File: src/sv/vol_header_field_parser_top_defines.svh
// Assertion macros shared by the parser modules.
// Each expects clk and arst_n in scope of the module that uses it.
`ifndef VOL_HEADER_FIELD_PARSER_TOP_DEFINES_SVH
`define VOL_HEADER_FIELD_PARSER_TOP_DEFINES_SVH

`ifndef NO_ASSERTIONS
`define VHFP_ASSERT(lbl, prop, msg) lbl: assert property (@(posedge clk) \
	disable iff (!arst_n) prop) else $error(msg);
`define VHFP_NEVER(lbl, expr, msg) `VHFP_ASSERT(lbl, !(expr), msg)
`else
`define VHFP_ASSERT(lbl, prop, msg)
`define VHFP_NEVER(lbl, expr, msg)
`endif

`endif

File: src/sv/vhfp_pkg.sv
package vhfp_pkg;

	localparam int DIM_BITS   = 13;
	localparam int FIFO_DEPTH = 4;

	localparam int ACC_W   = 16;
	localparam int LEFT_W  = 6;
	localparam int TBITS_W = 5;

	localparam logic [3:0] ASPECT_EXT = 4'hF;
	localparam logic [1:0] SHAPE_RECT = 2'd0;
	localparam logic [1:0] SHAPE_GRAY = 2'd3;
	localparam logic [3:0] VER_ONE    = 4'd1;

	typedef enum logic [5:0] {
		F_START, F_RAND, F_OTYPE, F_ISID, F_VERID, F_PRIO, F_ASPECT, F_PARW,
		F_PARH, F_CTRL, F_CHROMA, F_LOWD, F_VBVF,
		F_V0, F_V1, F_V2, F_V3, F_V4, F_V5, F_V6, F_V7, F_V8, F_V9, F_V10,
		F_SHAPE, F_SHAPEEXT, F_MARK1, F_TICKS, F_MARK2, F_FIXED, F_DUR,
		F_MARKW, F_WIDTH, F_MARKH, F_HEIGHT, F_MARKE, F_DONE
	} vhfp_step_t;

	// one header byte as it travels from the front queue to the parser
	typedef struct packed {
		logic [7:0] data;
		logic       last;
	} vhfp_beat_t;

	// bit length of each fixed-size field; duration and dimensions are sized elsewhere
	function automatic logic [LEFT_W-1:0] fld_len(vhfp_step_t s);
		logic [LEFT_W-1:0] n;
		unique case (s)
			F_START:                      n = 6'd32;
			F_OTYPE, F_PARW, F_PARH:      n = 6'd8;
			F_VERID, F_ASPECT, F_SHAPEEXT: n = 6'd4;
			F_PRIO, F_V6:                 n = 6'd3;
			F_CHROMA, F_SHAPE:            n = 6'd2;
			F_V0, F_V2, F_V4, F_V9:       n = 6'd15;
			F_V7:                         n = 6'd11;
			F_TICKS:                      n = 6'd16;
			F_DUR, F_DONE:                n = 6'd0;
			default:                      n = 6'd1;
		endcase
		return n;
	endfunction

endpackage

File: src/sv/vhfp_front.sv
module vhfp_front #(
	parameter int FIFO_DEPTH = 4
) (
	input  logic               clk,
	input  logic               arst_n,
	input  logic               push,
	output logic               full,
	input  vhfp_pkg::vhfp_beat_t in_beat,
	output logic               beat_valid,
	output vhfp_pkg::vhfp_beat_t beat,
	input  logic               beat_take
);
	import vhfp_pkg::*;

	`include "vol_header_field_parser_top_defines.svh"

	localparam int AW = (FIFO_DEPTH > 1) ? $clog2(FIFO_DEPTH) : 1;
	localparam int CW = $clog2(FIFO_DEPTH + 1);

	vhfp_beat_t      mem_q [FIFO_DEPTH];
	logic [AW-1:0]   wr_ptr_q;
	logic [AW-1:0]   rd_ptr_q;
	logic [CW-1:0]   cnt_q;
	logic            wr_en;
	logic            rd_en;

	assign full       = (cnt_q == CW'(FIFO_DEPTH));
	assign beat_valid = (cnt_q != '0);
	assign beat       = mem_q[rd_ptr_q];
	assign wr_en      = push && !full;
	assign rd_en      = beat_take && beat_valid;

	// store accepted beats
	always_ff @(posedge clk) begin
		if (wr_en) begin
			mem_q[wr_ptr_q] <= in_beat;
		end
	end

	// advance pointers and fill count
	always_ff @(posedge clk or negedge arst_n) begin
		if (!arst_n) begin
			wr_ptr_q <= '0;
			rd_ptr_q <= '0;
			cnt_q    <= '0;
		end else begin
			if (wr_en) begin
				wr_ptr_q <= (wr_ptr_q == AW'(FIFO_DEPTH - 1)) ? '0 : wr_ptr_q + AW'(1);
			end
			if (rd_en) begin
				rd_ptr_q <= (rd_ptr_q == AW'(FIFO_DEPTH - 1)) ? '0 : rd_ptr_q + AW'(1);
			end
			if (wr_en && !rd_en) begin
				cnt_q <= cnt_q + CW'(1);
			end else if (rd_en && !wr_en) begin
				cnt_q <= cnt_q - CW'(1);
			end
		end
	end

	`VHFP_NEVER(a_cnt_bound, cnt_q > CW'(FIFO_DEPTH), "front queue count overflow")
	`VHFP_ASSERT(a_cnt_up, wr_en && !rd_en |=> cnt_q == $past(cnt_q) + CW'(1), "count missed a push")
	`VHFP_ASSERT(a_cnt_dn, rd_en && !wr_en |=> cnt_q == $past(cnt_q) - CW'(1), "count missed a take")

endmodule

File: src/sv/vhfp_parser.sv
module vhfp_parser #(
	parameter int DIM_BITS = 13
) (
	input  logic                 clk,
	input  logic                 arst_n,
	input  logic                 beat_valid,
	input  vhfp_pkg::vhfp_beat_t beat,
	output logic                 beat_take,
	output logic                 empty,
	input  logic                 pop,
	output logic                 parse_ok,
	output logic [4:0]           time_bits,
	output logic [15:0]          time_ticks,
	output logic [15:0]          frame_duration,
	output logic [DIM_BITS-1:0]  frame_width,
	output logic [DIM_BITS-1:0]  frame_height
);
	import vhfp_pkg::*;

	`include "vol_header_field_parser_top_defines.svh"

	// current byte
	logic               busy_q;
	logic [7:0]         byte_q;
	logic               last_q;
	logic [2:0]         bitcnt_q;

	// parse state
	vhfp_step_t         step_q, step_n, nxt;
	logic [LEFT_W-1:0]  left_q, left_n, left_dec;
	logic [ACC_W-1:0]   acc_q, acc_n, acc_sh;
	logic [3:0]         ver_q, ver_n;
	logic [1:0]         shape_q, shape_n;
	logic [15:0]        ticks_q, ticks_n;
	logic [TBITS_W-1:0] bits_q, bits_n;
	logic [15:0]        dur_q, dur_n;
	logic [DIM_BITS-1:0] wid_q, wid_n;
	logic [DIM_BITS-1:0] hgt_q, hgt_n;
	logic               fin_q, fin_n;

	// parse state before the end-of-header clear
	vhfp_step_t         p_step;
	logic [LEFT_W-1:0]  p_left;
	logic [ACC_W-1:0]   p_acc;
	logic [3:0]         p_ver;
	logic [1:0]         p_shape;
	logic [15:0]        p_ticks;
	logic [TBITS_W-1:0] p_bits;
	logic [15:0]        p_dur;
	logic [DIM_BITS-1:0] p_wid;
	logic [DIM_BITS-1:0] p_hgt;
	logic               p_fin;

	// result register
	logic               ov_q;
	logic               o_ok_q;
	logic [4:0]         o_bits_q;
	logic [15:0]        o_ticks_q;
	logic [15:0]        o_dur_q;
	logic [DIM_BITS-1:0] o_wid_q;
	logic [DIM_BITS-1:0] o_hgt_q;

	logic bit_w, field_end, jump;
	logic finish_now, fail_now, byte_end, emit_req, can_emit, adv, hdr_end;

	assign bit_w    = byte_q[7];
	assign acc_sh   = {acc_q[ACC_W-2:0], bit_w};
	assign left_dec = left_q - LEFT_W'(1);
	assign field_end = (left_dec == '0);

	// walk one bit through the field sequence
	always_comb begin
		p_step  = step_q;
		p_left  = left_q;
		p_acc   = acc_q;
		p_ver   = ver_q;
		p_shape = shape_q;
		p_ticks = ticks_q;
		p_bits  = bits_q;
		p_dur   = dur_q;
		p_wid   = wid_q;
		p_hgt   = hgt_q;
		p_fin   = fin_q;
		nxt     = step_q;
		jump    = 1'b0;
		if (!fin_q) begin
			p_acc  = acc_sh;
			p_left = left_dec;
			// bit length grows once the first one bit has gone by
			if (step_q == F_TICKS) begin
				p_bits = (bits_q != '0 || bit_w) ? bits_q + TBITS_W'(1) : '0;
			end
			if (field_end) begin
				jump = 1'b1;
				unique case (step_q)
					F_ISID:   nxt = (acc_sh != '0) ? F_VERID : F_ASPECT;
					F_VERID: begin
						p_ver = acc_sh[3:0];
						nxt   = F_PRIO;
					end
					F_ASPECT: nxt = (acc_sh[3:0] == ASPECT_EXT) ? F_PARW : F_CTRL;
					F_CTRL:   nxt = (acc_sh != '0) ? F_CHROMA : F_SHAPE;
					F_VBVF:   nxt = (acc_sh != '0) ? F_V0 : F_SHAPE;
					F_V10:    nxt = F_SHAPE;
					F_SHAPE: begin
						p_shape = acc_sh[1:0];
						nxt = (acc_sh[1:0] == SHAPE_GRAY && ver_q != VER_ONE) ?
							F_SHAPEEXT : F_MARK1;
					end
					F_TICKS: begin
						p_ticks = acc_sh;
						nxt     = F_MARK2;
					end
					F_FIXED: begin
						if (acc_sh != '0 && bits_q != '0) begin
							nxt = F_DUR;
						end else begin
							p_dur = '0;
							nxt   = (shape_q == SHAPE_RECT) ? F_MARKW : F_DONE;
						end
					end
					F_DUR: begin
						p_dur = acc_sh;
						nxt   = (shape_q == SHAPE_RECT) ? F_MARKW : F_DONE;
					end
					F_WIDTH: begin
						p_wid = acc_sh[DIM_BITS-1:0];
						nxt   = F_MARKH;
					end
					F_HEIGHT: begin
						p_hgt = acc_sh[DIM_BITS-1:0];
						nxt   = F_MARKE;
					end
					F_MARKE:  nxt = F_DONE;
					F_DONE:   nxt = F_DONE;
					default:  nxt = vhfp_step_t'(step_q + 6'd1);
				endcase
			end
			// open the next field
			if (jump) begin
				p_step = nxt;
				p_acc  = '0;
				p_fin  = (nxt == F_DONE);
				if (nxt == F_DUR) begin
					p_left = LEFT_W'(p_bits);
				end else if (nxt == F_WIDTH || nxt == F_HEIGHT) begin
					p_left = LEFT_W'(DIM_BITS);
				end else begin
					p_left = fld_len(nxt);
				end
			end
		end
	end

	assign finish_now = busy_q && !fin_q && p_fin;
	assign byte_end   = fin_q || (bitcnt_q == 3'd7) || finish_now;
	assign fail_now   = busy_q && !fin_q && !p_fin && last_q && (bitcnt_q == 3'd7);
	assign emit_req   = finish_now || fail_now;
	assign can_emit   = !ov_q || pop;
	assign adv        = busy_q && (!emit_req || can_emit);
	assign hdr_end    = last_q && byte_end;
	assign beat_take  = beat_valid && (!busy_q || (adv && byte_end));

	// clear everything after the final byte of a header
	always_comb begin
		if (hdr_end) begin
			step_n  = F_START;
			left_n  = fld_len(F_START);
			acc_n   = '0;
			ver_n   = '0;
			shape_n = '0;
			ticks_n = '0;
			bits_n  = '0;
			dur_n   = '0;
			wid_n   = '0;
			hgt_n   = '0;
			fin_n   = 1'b0;
		end else begin
			step_n  = p_step;
			left_n  = p_left;
			acc_n   = p_acc;
			ver_n   = p_ver;
			shape_n = p_shape;
			ticks_n = p_ticks;
			bits_n  = p_bits;
			dur_n   = p_dur;
			wid_n   = p_wid;
			hgt_n   = p_hgt;
			fin_n   = p_fin;
		end
	end

	// hold the current byte and shift out one bit a cycle while the parser advances
	always_ff @(posedge clk) begin
		if (beat_take) begin
			byte_q <= beat.data;
			last_q <= beat.last;
		end else if (adv) begin
			byte_q <= {byte_q[6:0], 1'b0};
		end
	end

	always_ff @(posedge clk or negedge arst_n) begin
		if (!arst_n) begin
			busy_q   <= 1'b0;
			bitcnt_q <= '0;
			step_q   <= F_START;
			left_q   <= fld_len(F_START);
			acc_q    <= '0;
			ver_q    <= '0;
			shape_q  <= '0;
			ticks_q  <= '0;
			bits_q   <= '0;
			dur_q    <= '0;
			wid_q    <= '0;
			hgt_q    <= '0;
			fin_q    <= 1'b0;
		end else begin
			if (beat_take) begin
				busy_q   <= 1'b1;
				bitcnt_q <= '0;
			end else if (adv) begin
				busy_q   <= !byte_end;
				bitcnt_q <= bitcnt_q + 3'd1;
			end
			if (adv) begin
				step_q  <= step_n;
				left_q  <= left_n;
				acc_q   <= acc_n;
				ver_q   <= ver_n;
				shape_q <= shape_n;
				ticks_q <= ticks_n;
				bits_q  <= bits_n;
				dur_q   <= dur_n;
				wid_q   <= wid_n;
				hgt_q   <= hgt_n;
				fin_q   <= fin_n;
			end
		end
	end

	// result register valid
	always_ff @(posedge clk or negedge arst_n) begin
		if (!arst_n) begin
			ov_q <= 1'b0;
		end else if (emit_req && adv) begin
			ov_q <= 1'b1;
		end else if (pop) begin
			ov_q <= 1'b0;
		end
	end

	// capture the result beat
	always_ff @(posedge clk) begin
		if (emit_req && adv) begin
			o_ok_q    <= finish_now;
			o_bits_q  <= finish_now ? p_bits  : '0;
			o_ticks_q <= finish_now ? p_ticks : '0;
			o_dur_q   <= finish_now ? p_dur   : '0;
			o_wid_q   <= finish_now ? p_wid   : '0;
			o_hgt_q   <= finish_now ? p_hgt   : '0;
		end
	end

	assign empty          = !ov_q;
	assign parse_ok       = o_ok_q;
	assign time_bits      = o_bits_q;
	assign time_ticks     = o_ticks_q;
	assign frame_duration = o_dur_q;
	assign frame_width    = o_wid_q;
	assign frame_height   = o_hgt_q;

	`VHFP_NEVER(a_emit_full, emit_req && adv && ov_q && !pop, "result beat overwritten")
	`VHFP_ASSERT(a_fin_done, fin_q |-> step_q == F_DONE, "finished outside done step")
	`VHFP_ASSERT(a_fail_zero, ov_q && !o_ok_q |-> o_ticks_q == '0 && o_bits_q == '0,
		"failure beat carries data")

endmodule

File: src/sv/vol_header_field_parser_top.sv
// Channel   Handshake        Payload
// input     push / full      header_byte[7:0], last_byte
// result    empty / pop      parse_ok, time_bits, time_ticks, frame_duration,
//                            frame_width, frame_height
//
// The parser consumes one header bit per cycle when not stalled: a byte is walked
// bit by bit while a header is being parsed, the completing byte stops at its last
// field bit, and a later byte is dropped. A queue of FIFO_DEPTH bytes takes beats.
// One result register holds a finished beat; the parser stalls only on a cycle
// that must write a result while that register is still occupied and not popped.
// arst_n clears the queue, the parser state and the result register at once.
module vol_header_field_parser_top #(
	parameter int DIM_BITS   = vhfp_pkg::DIM_BITS,
	parameter int FIFO_DEPTH = vhfp_pkg::FIFO_DEPTH
) (
	input  logic                clk,
	input  logic                arst_n,
	input  logic                push,
	output logic                full,
	input  logic [7:0]          header_byte,
	input  logic                last_byte,
	output logic                empty,
	input  logic                pop,
	output logic                parse_ok,
	output logic [4:0]          time_bits,
	output logic [15:0]         time_ticks,
	output logic [15:0]         frame_duration,
	output logic [DIM_BITS-1:0] frame_width,
	output logic [DIM_BITS-1:0] frame_height
);
	import vhfp_pkg::*;

	vhfp_beat_t in_beat;
	vhfp_beat_t beat;
	logic       beat_valid;
	logic       beat_take;

	assign in_beat.data = header_byte;
	assign in_beat.last = last_byte;

	vhfp_front #(
		.FIFO_DEPTH(FIFO_DEPTH)
	) u_front (
		.clk       (clk),
		.arst_n    (arst_n),
		.push      (push),
		.full      (full),
		.in_beat   (in_beat),
		.beat_valid(beat_valid),
		.beat      (beat),
		.beat_take (beat_take)
	);

	vhfp_parser #(
		.DIM_BITS(DIM_BITS)
	) u_parser (
		.clk           (clk),
		.arst_n        (arst_n),
		.beat_valid    (beat_valid),
		.beat          (beat),
		.beat_take     (beat_take),
		.empty         (empty),
		.pop           (pop),
		.parse_ok      (parse_ok),
		.time_bits     (time_bits),
		.time_ticks    (time_ticks),
		.frame_duration(frame_duration),
		.frame_width   (frame_width),
		.frame_height  (frame_height)
	);

endmodule
File: config.mk
export PLATFORM = sky130hd
export DESIGN_NAME = vol_header_field_parser_top
export DESIGN_NICKNAME = d
export VERILOG_FILES = /design/src/sv/vhfp_pkg.sv /design/src/sv/vhfp_front.sv /design/src/sv/vhfp_parser.sv /design/src/sv/vol_header_field_parser_top.sv
export VERILOG_INCLUDE_DIRS = /design/src /design/src/sv
export SDC_FILE = /design/constraint.sdc
export NUM_CORES = 1
export LEC_CHECK = 0
export BUFFER_PORTS_ARGS = -buffer_cell sky130_fd_sc_hd__clkbuf_2
export CORE_MARGIN = 1
export CORE_UTILIZATION = 28
export CTS_BUF_LIST = sky130_fd_sc_hd__clkbuf_8
export DETAILED_ROUTE_END_ITERATION = 10
export PLACE_DENSITY_LB_ADDON = 0.12
export SLEW_MARGIN = 0
export SYNTH_ARGS = -nofsm -noshare
export SYNTH_HDL_FRONTEND = slang
export SYNTH_SLANG_ARGS = --single-unit
File: constraint.sdc
create_clock -name clk -period 12.8 [get_ports clk]
set_input_delay 1.92 -clock clk [delete_from_list [all_inputs] [get_ports clk]]
set_output_delay 1.92 -clock clk [all_outputs]
set_load 0.05 [all_outputs]
==> out/results.ini, run 1 <==
[cells_and_area]
area_growth_pct = 14.81
nets = 1070
final_cell_mix = nand2_1 (180), edfxtp_1 (109), dfrtp_1 (108)
fin_cells = 1537
fin_area_mm2 = 0.01201
regArea_mm2 = 0.006002
layout_commonest_cell = nand2_1
layout-drive-gt1-share_pct = 17.68
antenna_cells = 0
fillers = 3781
multiInputGateArea_mm2 = 0.004105
final_util_pct = 32.72

[global_route]
grt_pass1_wl_um = 48010
grt_overflow = 0
grt_max_degree = 65
grt_usage_pct = 16.23
grt_pass1_vias = 7790
antenna_found_initial = 0

[clocking]
clkTransAtPathRegs_ns = 0.06
cts_resized = 0
max-clock-path-buffers = 3
post-cts-setup-buffers = 0
cts_tree = built
cts_buffers = 41
clock_sinks = 218
htree_levels = 2
clk_latency_ns = 0.56
clock-root-buffer = clkbuf_8
hold_buffers = 0

[logic_synthesis]
synthSimpleGateAreaFrac_pct = 15.58
synthMuxAreaShare_pct = 3.816
synth_async_sr_flop_share_pct = 50.00
synthCells = 967
seq_area_frac_synth_pct = 57.39
netlist_area_mm2 = 0.01046
synth_area_per_cell_um2 = 10.82
synthAdderAreaFrac_pct = 2.464
synth_cell_types = 83
synth_top_family_by_area = compound AO/OA/AOI/OAI gates
synth_xor_area_share_pct = 0.6699
synth_edf_count = 109
ys_seq_elements = 218
ys.flop_type = edfxtp_1
synth_compound_area_share_pct = 16.52
yosysWarnings = 0
postSynthNetCount = 1000

[routing]
wl_um = 30240
route.detailed.drc = 0
vias = 7682
routed_wire_length_per_instance_um = 19.68
drt-initial-drc-count = 564
first_pass_iters = 6
vias_per_cell = 4.998
ant_nets = 0

[sta]
finalMaxSlewViolations = 0
tns_ns = 0
relSlewSlack_pct = 19.12
fin_worst_skew_ns = 0.02701
fin_crit_ns = 4.961
tightestPinTransition_ns = 1.207
postLayoutSetupSlackWorst_ns = 7.839
hold_viol = 0
setup_violations = 0
hold_ws_ns = 0.4771
max_freq_mhz = 201.6
rsz0062_at_grt = no
finalCritPeriodShare_pct = 38.76

[floorplan]
start_util_pct = 28.50
die_area_mm2 = 0.03813
die_h_um = 195.3
die_x_um = 195.3
num_rows = 70
fp.coreArea_mm2 = 0.03670
io_pins = 79

[placed_design]
place.gp.congestion = 0.8200
dp.cells = 1462
dp_slack_ns = 7.868
place_area_mm2 = 0.01128
port_buffers = 78
dp_hpwl_um = 19950

[setup_path]
critical_path.max_fanout = 15
slowest_delay_ns = 0.62
endpoint_kind = flip-flop
worst-path-buf-inv = 2
r2r_start = u_parser.byte_q[7]$_DFFE_PP_
cp_common_cell = inv_1
crit_type = reg2reg
cp-start-kind = flip-flop
timing.critical_path.cells = nor4_1 -> nand4_2 -> nor3b_1 -> or4_4 -> o41ai_4 -> nand4_4 -> nor3_4 -> o311a_2 -> inv_1 -> ha_1 -> inv_1 -> fa_1 -> mux2_2
crit_family = simple AND/OR/NAND/NOR gates
crit_start = u_parser.byte_q[7]$_DFFE_PP_
cp_slowest_cell = edfxtp_1
cp_data_arrival_time_ns = 5.38
cp.required_ns = 13.22

[hold_path]
hold_class = reg2reg
hold_start = u_parser.wid_q[2]$_DFFE_PN0P_

[power]
p_leak_nw = 4.629
p_per_area_mw_per_mm2 = 179.8
finalPower_mw = 2.159
vdd_drop_max_v = 0.00007562

[outcome]
outcome = complete, no violations

[flow_run]
maxCapViolCount = 0

kinds of logic (layout without fill, tap and decap cells):
| logic type | count (synthesis) | count (layout) |
|---|---|---|
| flip-flops | 218 | 218 |
| multiplexers | 27 | 27 |
| XOR/XNOR | 8 | 8 |
| AO/OA/AOI/OAI | 254 | 254 |
| adder cells (fa/ha/maj) | 20 | 20 |
| buffers and inverters | 91 | 193 |
| AND/OR/NAND/NOR | 349 | 349 |
synth_stat cells (all sizes together) (19+ instances only):
cell,count,area (µm²)
clkbuf,36,135.1
dfrtp,108,2703
a21oi,67,335.3
o21ai,67,339.1
ha,19,237.7
nand2,183,694.4
inv,29,108.9
buf,26,128.9
nor2,64,240.2
edfxtp,109,3273
a22o,38,332.8
layer usage:
metal	wire length, µm	up-vias	track usage (%)
met4	510	0	4.637
met2	13790	195	25.07
met5	0	-	0
li1	-	3651	-
met1	14590	3792	23.31
met3	1350	44	2.712
final timing paths:
| check | end | slack (ns) | cells past startpoint |
|---|---|---|---|
| worst max-delay path | u_front.cnt_q[1]$_DFFE_PN0P_ | 7.84 | 13 |
| worst min-delay path | u_parser.wid_q[2]$_DFFE_PN0P_ | 0.48 | 2 |
| worst max register to register | u_front.cnt_q[1]$_DFFE_PN0P_ | 7.84 | 13 |
| worst min register to register | u_parser.wid_q[2]$_DFFE_PN0P_ | 0.48 | 2 |
| max in group asynchronous | u_parser.dur_q[13]$_DFFE_PN0P_ | 10.03 | 2 |
| min in group asynchronous | u_front.wr_ptr_q[0]$_DFFE_PN0P_ | 1.43 | 1 |
worst min-delay path, delay by kind of cell, from the launching register on:
family / cells / cell delay [ns]
and+or+nand+nor: 1 / 0.05
DFF: 1 / 0.34
AOI/OAI and AO/OA: 1 / 0.06
sequential cells by signal, summed over array words and instances (netlist names), 8 cells and up:
name                     count
u_front.mem_q               36
u_parser.acc_q              15
u_parser.byte_q              8
u_parser.dur_q              16
u_parser.frame_duration     16
u_parser.frame_height       13
u_parser.frame_width        13
u_parser.hgt_q              13
u_parser.ticks_q            16
u_parser.time_ticks         16
u_parser.wid_q              13
power breakdown:
| group | internal [mW] | switching (mW) |
|---|---|---|
| registers | 0.864 | 0.137 |
| logic | 0.198 | 0.342 |
| clock network | 0.312 | 0.306 |
| total | 1.37 | 0.785 |
layout make-up:
cell class / count / share of cell area, %
Clock buffer: 43 / 4.929
Timing Repair Buffer: 89 / 3.960
Inverter: 29 / 0.9065
Tap cell: 468 / 4.877
Multi-Input combinational cell: 658 / 34.19
Sequential cell: 218 / 49.98
Clock inverter: 32 / 1.157
Note: power is estimated with default switching activity, not from simulation.
==> inputs of run 2 (changes only) <==
--- a/config.mk
+++ b/config.mk
@@ -6,6 +6,7 @@
 export SDC_FILE = /design/constraint.sdc
 export NUM_CORES = 1
 export LEC_CHECK = 0
+export ABC_AREA = 1
 export BUFFER_PORTS_ARGS = -buffer_cell sky130_fd_sc_hd__clkbuf_2
 export CORE_MARGIN = 1
 export CORE_UTILIZATION = 28
==> constraint.sdc (replaced) <==
create_clock -name clk -period 4.8 [get_ports clk]
set_input_delay 0.72 -clock clk [delete_from_list [all_inputs] [get_ports clk]]
set_output_delay 0.72 -clock clk [all_outputs]
set_load 0.05 [all_outputs]
==> run 2 against run 1 <==
Against the previous run:
- sequential power rose to 2.5 times the previous value
- sequential share of layout area fell by 0.85 points
- flip-flop and latch count did not move
- register-to-register slack got worse by 6.7 ns
- area after synthesis up 0.57%
- critical path depth increased by 12
- worst hold slack worse by 0.42 ns
- synthesized cell count rose by 20%
- largest cell class unchanged
==> out/results.ini, run 2 <==
[cells_and_area]
antenna_cells = 0  ; unchanged
regMostFlops = u_front.mem_q
nets = 1284  ; +20%
layout-drive-gt1-share_pct = 15.35  ; -2.3 points
final_cell_mix = nand2_1 (287), nor2_1 (164), inv_1 (132)
fillers = 3864  ; +2.2%
fin_cells = 1751  ; +14%
final_util_pct = 33.21  ; +0.49 points
area_growth_pct = 16.14
regArea_mm2 = 0.006002  ; unchanged
largest_reg_flops = 36  ; unchanged
layout_commonest_cell = nand2_1
multiInputGateArea_mm2 = 0.003821  ; -6.9%
fin_area_mm2 = 0.01222  ; +1.7%

[setup_path]
cp.required_ns = 5.23  ; -7.99 ns
r2r_start = u_parser.step_q[0]$_DFFE_PN0P_
cp_data_arrival_time_ns = 4.14  ; -1.24 ns
critical_path.max_fanout = 9  ; -6
crit_start = u_parser.step_q[0]$_DFFE_PN0P_
r2r_end = u_front.cnt_q[2]$_DFFE_PN0P_
r2r_slack_ns = 1.09  ; -6.75 ns
crit_type = reg2reg
endpoint_kind = flip-flop
rr_worst_depth = 25  ; +12
cp-start-kind = flip-flop

[clocking]
cts_resized = 0  ; unchanged
clock-root-buffer = clkbuf_8
max-clock-path-buffers = 3  ; unchanged
cts_buffers = 42  ; +2.4%
clkTransAtPathRegs_ns = 0.06  ; about the same
clock_sinks = 218  ; unchanged
hold_buffers = 0  ; unchanged
htree_levels = 2  ; unchanged
post-cts-setup-buffers = 0  ; unchanged
clk_latency_ns = 0.56  ; about the same
cts_tree = built

[sta]
setup_violations = 0  ; unchanged
fin_crit_ns = 3.709  ; -1.251 ns
hold_viol = 0  ; unchanged
postLayoutSetupSlackWorst_ns = 1.091  ; -6.749 ns
rsz0062_at_grt = no
hold_ws_ns = 0.05856  ; -0.4185 ns
finalCritPeriodShare_pct = 77.28  ; +39 points
finalMaxSlewViolations = 0  ; unchanged
tightestPinTransition_ns = 0.9696  ; -0.2370 ns
fin_worst_skew_ns = 0.02895  ; +0.001941 ns
tns_ns = 0  ; unchanged
max_freq_mhz = 269.6  ; +34%
relSlewSlack_pct = 35.12  ; +16 points

[logic_synthesis]
synth_async_sr_flop_share_pct = 50.00  ; unchanged
synth_top_area_share_pct = 31.12  ; -0.18 points
synth_cell_types = 38  ; -54%
seq_area_frac_synth_pct = 57.06  ; -0.33 points
ys.flop_type = edfxtp_1
synthCells = 1158  ; +20%
synth.area.top_cells = edfxtp_1 (31%), dfrtp_1 (26%), nand2_1 (10%)
synth_area_per_cell_um2 = 9.084  ; -16%
synth_edf_count = 109  ; unchanged
yosysWarnings = 0  ; unchanged
ys_seq_elements = 218  ; unchanged
netlist_area_mm2 = 0.01052  ; +0.57%
postSynthNetCount = 1191  ; +19%
post-synth-top-area-cell = edfxtp_1
yosysMostFrequentCell = nand2_1
ys_top_cells_by_count = nand2_1 (287), nor2_1 (166), inv_1 (115), edfxtp_1 (109), dfrtp_1 (108)

[global_route]
grt_max_degree = 68  ; +4.6%
grt_pass1_vias = 8054  ; +3.4%
grt_pass1_wl_um = 45680  ; -4.9%
antenna_found_initial = 0  ; unchanged
grt_usage_pct = 15.22  ; -1.0 points
grt_overflow = 0  ; unchanged

[placed_design]
port_buffers = 78  ; unchanged
dp.cells = 1675  ; +15%
dp_slack_ns = 1.117  ; -6.751 ns
place_area_mm2 = 0.01143  ; +1.4%
dp_hpwl_um = 18500  ; -7.3%
place.gp.congestion = 0.8474  ; +3.3%

[floorplan]
io_pins = 79  ; unchanged
die_area_mm2 = 0.03835  ; +0.56%
fp.coreArea_mm2 = 0.03679  ; +0.24%
die_x_um = 195.8  ; +0.28%
num_rows = 70  ; unchanged
start_util_pct = 28.60  ; +0.095 points
die_h_um = 195.8  ; +0.28%

[outcome]
outcome = complete, no violations

[routing]
vias = 8046  ; +4.7%
routed_wire_length_per_instance_um = 16.29  ; -17%
wl_um = 28520  ; -5.7%
drt-initial-drc-count = 577  ; +2.3%
route.detailed.drc = 0  ; unchanged
vias_per_cell = 4.595  ; -8.1%
first_pass_iters = 5  ; -1
ant_nets = 0  ; unchanged

[hold_path]
hold_class = in2async

[power]
p_per_area_mw_per_mm2 = 468.0  ; +160%
vdd_drop_max_v = 0.0002019  ; +170%
p_leak_nw = 5.613  ; +21%
finalPower_mw = 5.717  ; +160%

[flow_run]
maxCapViolCount = 0  ; unchanged

run 2: cell types whose count changed in the layout (fill, tap and decap cells not counted), sizes merged, moves of 10 or more:
cell | previous run | this run
a22o | 38 | 0
nor2 | 64 | 173
inv | 48 | 138
o22ai | 4 | 64
nand2 | 183 | 298
a21oi | 67 | 34
a22oi | 18 | 0
nor3 | 18 | 5
mux2 | 13 | 1
o31ai | 10 | 0
nand3 | 16 | 63
o21ai | 67 | 80
nand2b | 15 | 0
run 2: area by class of cell:
| cell class | instances | area share, % |
|---|---|---|
| multi-input cells | 771 | 31.28 |
| well taps | 468 | 4.793 |
| flip-flops and latches | 218 | 49.13 |
| repair buffers | 96 | 4.629 |
| inverters | 122 | 3.748 |
| clock buffers | 46 | 5.182 |
| clock inverters | 30 | 1.239 |
run 2: cell families (layout without fill, tap and decap cells):
group	after synthesis	count (layout)	share of synthesized area [%]
compound gates	189	189	10.94
xor+xnor	12	12	0.9992
fa+ha+maj	20	20	2.450
buf+inv	169	294	6.709
flops	218	218	57.06
mux	1	1	0.1070
simple gates	549	549	21.73
run 2: worst max path at each step:
stage	endpoint	slack (ns)	cells after the start
final	u_front.cnt_q[2]$_DFFE_PN0P_	1.09	25
after floorplan	u_parser.frame_duration[0]$_SDFFCE_PN0P_	0.51	16
after detailed placement	u_front.cnt_q[2]$_DFFE_PN0P_	1.12	25
after global placement	u_front.cnt_q[2]$_DFFE_PN0P_	1.12	25
after global routing	u_front.cnt_q[2]$_DFFE_PN0P_	0.64	25
after CTS	u_front.cnt_q[2]$_DFFE_PN0P_	1.09	25
run 2: layer usage:
| metal | vias to the layer above | track usage, % | part of all wire [%] |
|---|---|---|---|
| met2 | 182 | 24.24 | 45 |
| met5 | - | 0 | 0 |
| met4 | 0 | 4.311 | 1.9 |
| met1 | 3797 | 20.87 | 48 |
| li1 | 4019 | - | - |
| met3 | 48 | 3.146 | 4.6 |
run 2: worst max-delay path: stages, from the launching register on:
cell,delay (ns)
dfrtp_1,0.45
inv_1,0.13
ha_1,0.31
nand3_1,0.12
nor2_1,0.07
nor2_1,0.11
nand2_1,0.09
nor2_4,0.18
nand3_1,0.10
nand2_1,0.07
inv_1,0.03
nand2_1,0.07
nand2_2,0.12
nor2_2,0.20
nand3_2,0.12
nand2_2,0.09
nand3_4,0.09
nand2_1,0.08
nand2_1,0.06
nand2_1,0.09
ha_1,0.15
inv_1,0.06
fa_1,0.38
a21oi_1,0.14
o21ai_0,0.11
xor2_1,0.15
run 2: where the power goes:
group | internal (mW) | switching (mW)
clock | 0.935 | 0.808
combinational | 0.437 | 0.997
sequential | 2.28 | 0.265
==> inputs of run 3 (changes only) <==
==> constraint.sdc (replaced) <==
create_clock -name clk -period 3.6 [get_ports clk]
set_input_delay 0.54 -clock clk [delete_from_list [all_inputs] [get_ports clk]]
set_output_delay 0.54 -clock clk [all_outputs]
set_load 0.05 [all_outputs]
==> run 3 against run 2 <==
Against the previous run:
- register-to-register slack got worse by 0.91 ns
- non-clock buffer count rose by 57
- final cell count is 3.2% higher
- die area unchanged
- flip-flop and latch count stayed put
- via count increased by 1.8%
- wire length rose by 0.69%
- global-route usage grew 0.051 points
- core utilization grew 1.5 points
- maximum frequency is 8.4% higher
- critical path depth is 3 lower
- combinational power increased by 62%
- critical path type unchanged
- highest routed layer unchanged
==> out/results.ini, run 3 (same netlist as run 2, synthesis figures left out) <==
[outcome]
outcome = complete, no violations

[floorplan]
die_x_um = 195.8  ; unchanged
io_pins = 79  ; unchanged
die_h_um = 195.8  ; unchanged
num_rows = 70  ; unchanged
fp.coreArea_mm2 = 0.03679  ; unchanged
start_util_pct = 28.60  ; unchanged
die_area_mm2 = 0.03835  ; unchanged

[power]
clkPwrFrac_pct = 28.3  ; -2.2 points
combPwrFrac_pct = 30.1  ; +5.0 points
p_sw_mw = 2.770  ; +34%
vdd_drop_max_v = 0.0003608  ; +79%
p_sw_share_pct = 35.89  ; -0.32 points
finalPower_mw = 7.717  ; +35%
seqPwrFrac_pct = 41.6  ; -2.8 points
p_per_area_mw_per_mm2 = 604.3  ; +29%
power.internal_mw = 4.948  ; +36%
p_leak_nw = 5.900  ; +5.1%

[setup_path]
cp_data_arrival_time_ns = 3.86  ; -0.28 ns
critical_path.max_fanout = 7  ; -2
slowest_delay_ns = 0.46  ; about the same
endpoint_kind = flip-flop
cp_slowest_cell = dfrtp_2
crit_type = reg2reg
cp-start-kind = flip-flop
cp.required_ns = 4.04  ; -1.19 ns
crit_family = simple AND/OR/NAND/NOR gates
worst-path-buf-inv = 2  ; -1
timing.critical_path.cells = buf_6 -> ha_4 -> nand3_2 -> nor2_4 -> nor2_1 -> nand2_1 -> nor2_4 -> nand2_2 -> nand2_2 -> nand3_2 -> nand2_4 -> nand2_2 -> nor2_4 -> nand4_1 -> nand2_2 -> nand2_1 -> nand2_1 -> nand2_1 -> ha_1 -> inv_2 -> fa_1 -> mux2_2

[routing]
wl_um = 28720  ; +0.69%
vias_per_cell = 4.533  ; -1.4%
vias = 8191  ; +1.8%
route.detailed.drc = 0  ; unchanged
routed_wire_length_per_instance_um = 15.89  ; -2.4%
ant_nets = 0  ; unchanged
first_pass_iters = 5  ; unchanged
drt-initial-drc-count = 494  ; -14%

[sta]
finalMaxSlewViolations = 0  ; unchanged
fin_crit_ns = 3.421  ; -0.2888 ns
rsz0062_at_grt = yes
relSlewSlack_pct = 40.57  ; +5.5 points
tightestPinTransition_ns = 0.8881  ; -0.08147 ns
finalCritPeriodShare_pct = 95.01  ; +18 points
hold_viol = 0  ; unchanged
fin_worst_skew_ns = 0.02968  ; +0.0007290 ns
hold_ws_ns = 0.1975  ; +0.1389 ns
max_freq_mhz = 292.4  ; +8.4%
setup_violations = 0  ; unchanged

[global_route]
grt_pass1_vias = 8198  ; +1.8%
grt_pass1_wl_um = 45680  ; about the same
grt_max_degree = 68  ; unchanged
antenna_found_initial = 0  ; unchanged
grt_overflow = 0  ; unchanged
grt_usage_pct = 15.27  ; +0.051 points

[cells_and_area]
antenna_cells = 0  ; unchanged
regMostFlops = u_front.mem_q
layout-drive-gt1-share_pct = 20.39  ; +5.0 points
nets = 1340  ; +4.4%
final_cell_mix = nand2_1 (282), nor2_1 (159), inv_1 (137)
area_growth_pct = 21.41
fin_area_mm2 = 0.01277  ; +4.5%
largest_reg_flops = 36  ; unchanged
layout_commonest_cell = nand2_1

[placed_design]
place_area_mm2 = 0.01177  ; +3.0%
place.gp.congestion = 0.8075  ; -4.7%
port_buffers = 78  ; unchanged
dp_hpwl_um = 19370  ; +4.7%

[flow_run]
maxCapViolCount = 0  ; unchanged

[hold_path]
hold_class = in2reg

[clocking]
clk_latency_ns = 0.56  ; about the same
max-clock-path-buffers = 3  ; unchanged
cts_tree = built
clock_sinks = 218  ; unchanged
clkTransAtPathRegs_ns = 0.06  ; about the same
htree_levels = 2  ; unchanged
clock-root-buffer = clkbuf_8
cts_buffers = 41  ; -2.4%

==> run 3: cell types whose count changed in the layout (fill, tap and decap cells not counted), sizes merged <==
cell,before,now
buf,19,75
clkinv,13,5
clkbuf,123,119
inv,138,146
dlygate4sd3,0,1
clkinvlp,0,3
==> run 3: path summary, 6_finish.rpt <==
path | from | endpoint | slack [ns] | depth (start not counted)
max | u_parser.step_q[0]$_DFFE_PN0P_ | u_front.cnt_q[1]$_DFFE_PN0P_ | 0.18 | 22
min | header_byte[1] | u_front.mem_q[0][2]$_DFFE_PP_ | 0.20 | 1
max reg2reg | u_parser.step_q[0]$_DFFE_PN0P_ | u_front.cnt_q[1]$_DFFE_PN0P_ | 0.18 | 22
min reg2reg | u_parser.ver_q[3]$_DFFE_PN0P_ | u_parser.ver_q[3]$_DFFE_PN0P_ | 0.47 | 2
max in group asynchronous | arst_n | u_parser.wid_q[1]$_DFFE_PN0P_ | 2.24 | 3
min in group asynchronous | arst_n | u_parser.hgt_q[1]$_DFFE_PN0P_ | 0.49 | 2
==> run 3: timing repair <==
action	4_1_cts	5_1_grt
gates resized for setup	0	38
hold endpoints to repair	28	0
buffers inserted	0	14
setup endpoints to repair	0	66
hold buffers	1	0
==> run 3: layer usage <==
layer,vias to the layer above,wire length [µm],GRT usage (%)
met5,-,0,0
met4,0,673,5.150
met3,46,1184,2.819
met2,162,13090,24.24
met1,3838,13770,20.90
li1,4145,-,-
==> run 3: layout make-up <==
| type | instances | area (µm²) |
|---|---|---|
| Fill cell | 3885 | 24010 |
| Inverter | 122 | 466.7 |
| Sequential cell | 218 | 6005 |
| Timing Repair Buffer | 153 | 1054 |
| Clock inverter | 33 | 160.2 |
| Multi-Input combinational cell | 771 | 3923 |
| Tap cell | 468 | 585.6 |
| Clock buffer | 42 | 578.1 |
==> run 3: per-stage QoR <==
step           TNS (ns)  setup WS (ns)  cells  util, %
2_1_floorplan         0        0.01796   1158        -
3_3_place_gp          0         0.1017   1717    32.00
3_5_place_dp          0        0.02741   1717    32.00
4_1_cts               0        0.02616   1793    34.03
5_1_grt        -0.04598       -0.02881   1807    34.72
6_report              0         0.1795   1807    34.72
==> run 3: power groups by stage <==
stage,clock network [mW],logic [mW],registers [mW]
detailed placement,0,2.28,3.25
global route,2.39,2.60,3.25
finish,2.18,2.32,3.21
floorplan,0,1.25,3.44
global placement,0,2.28,3.25
CTS,2.29,2.29,3.21
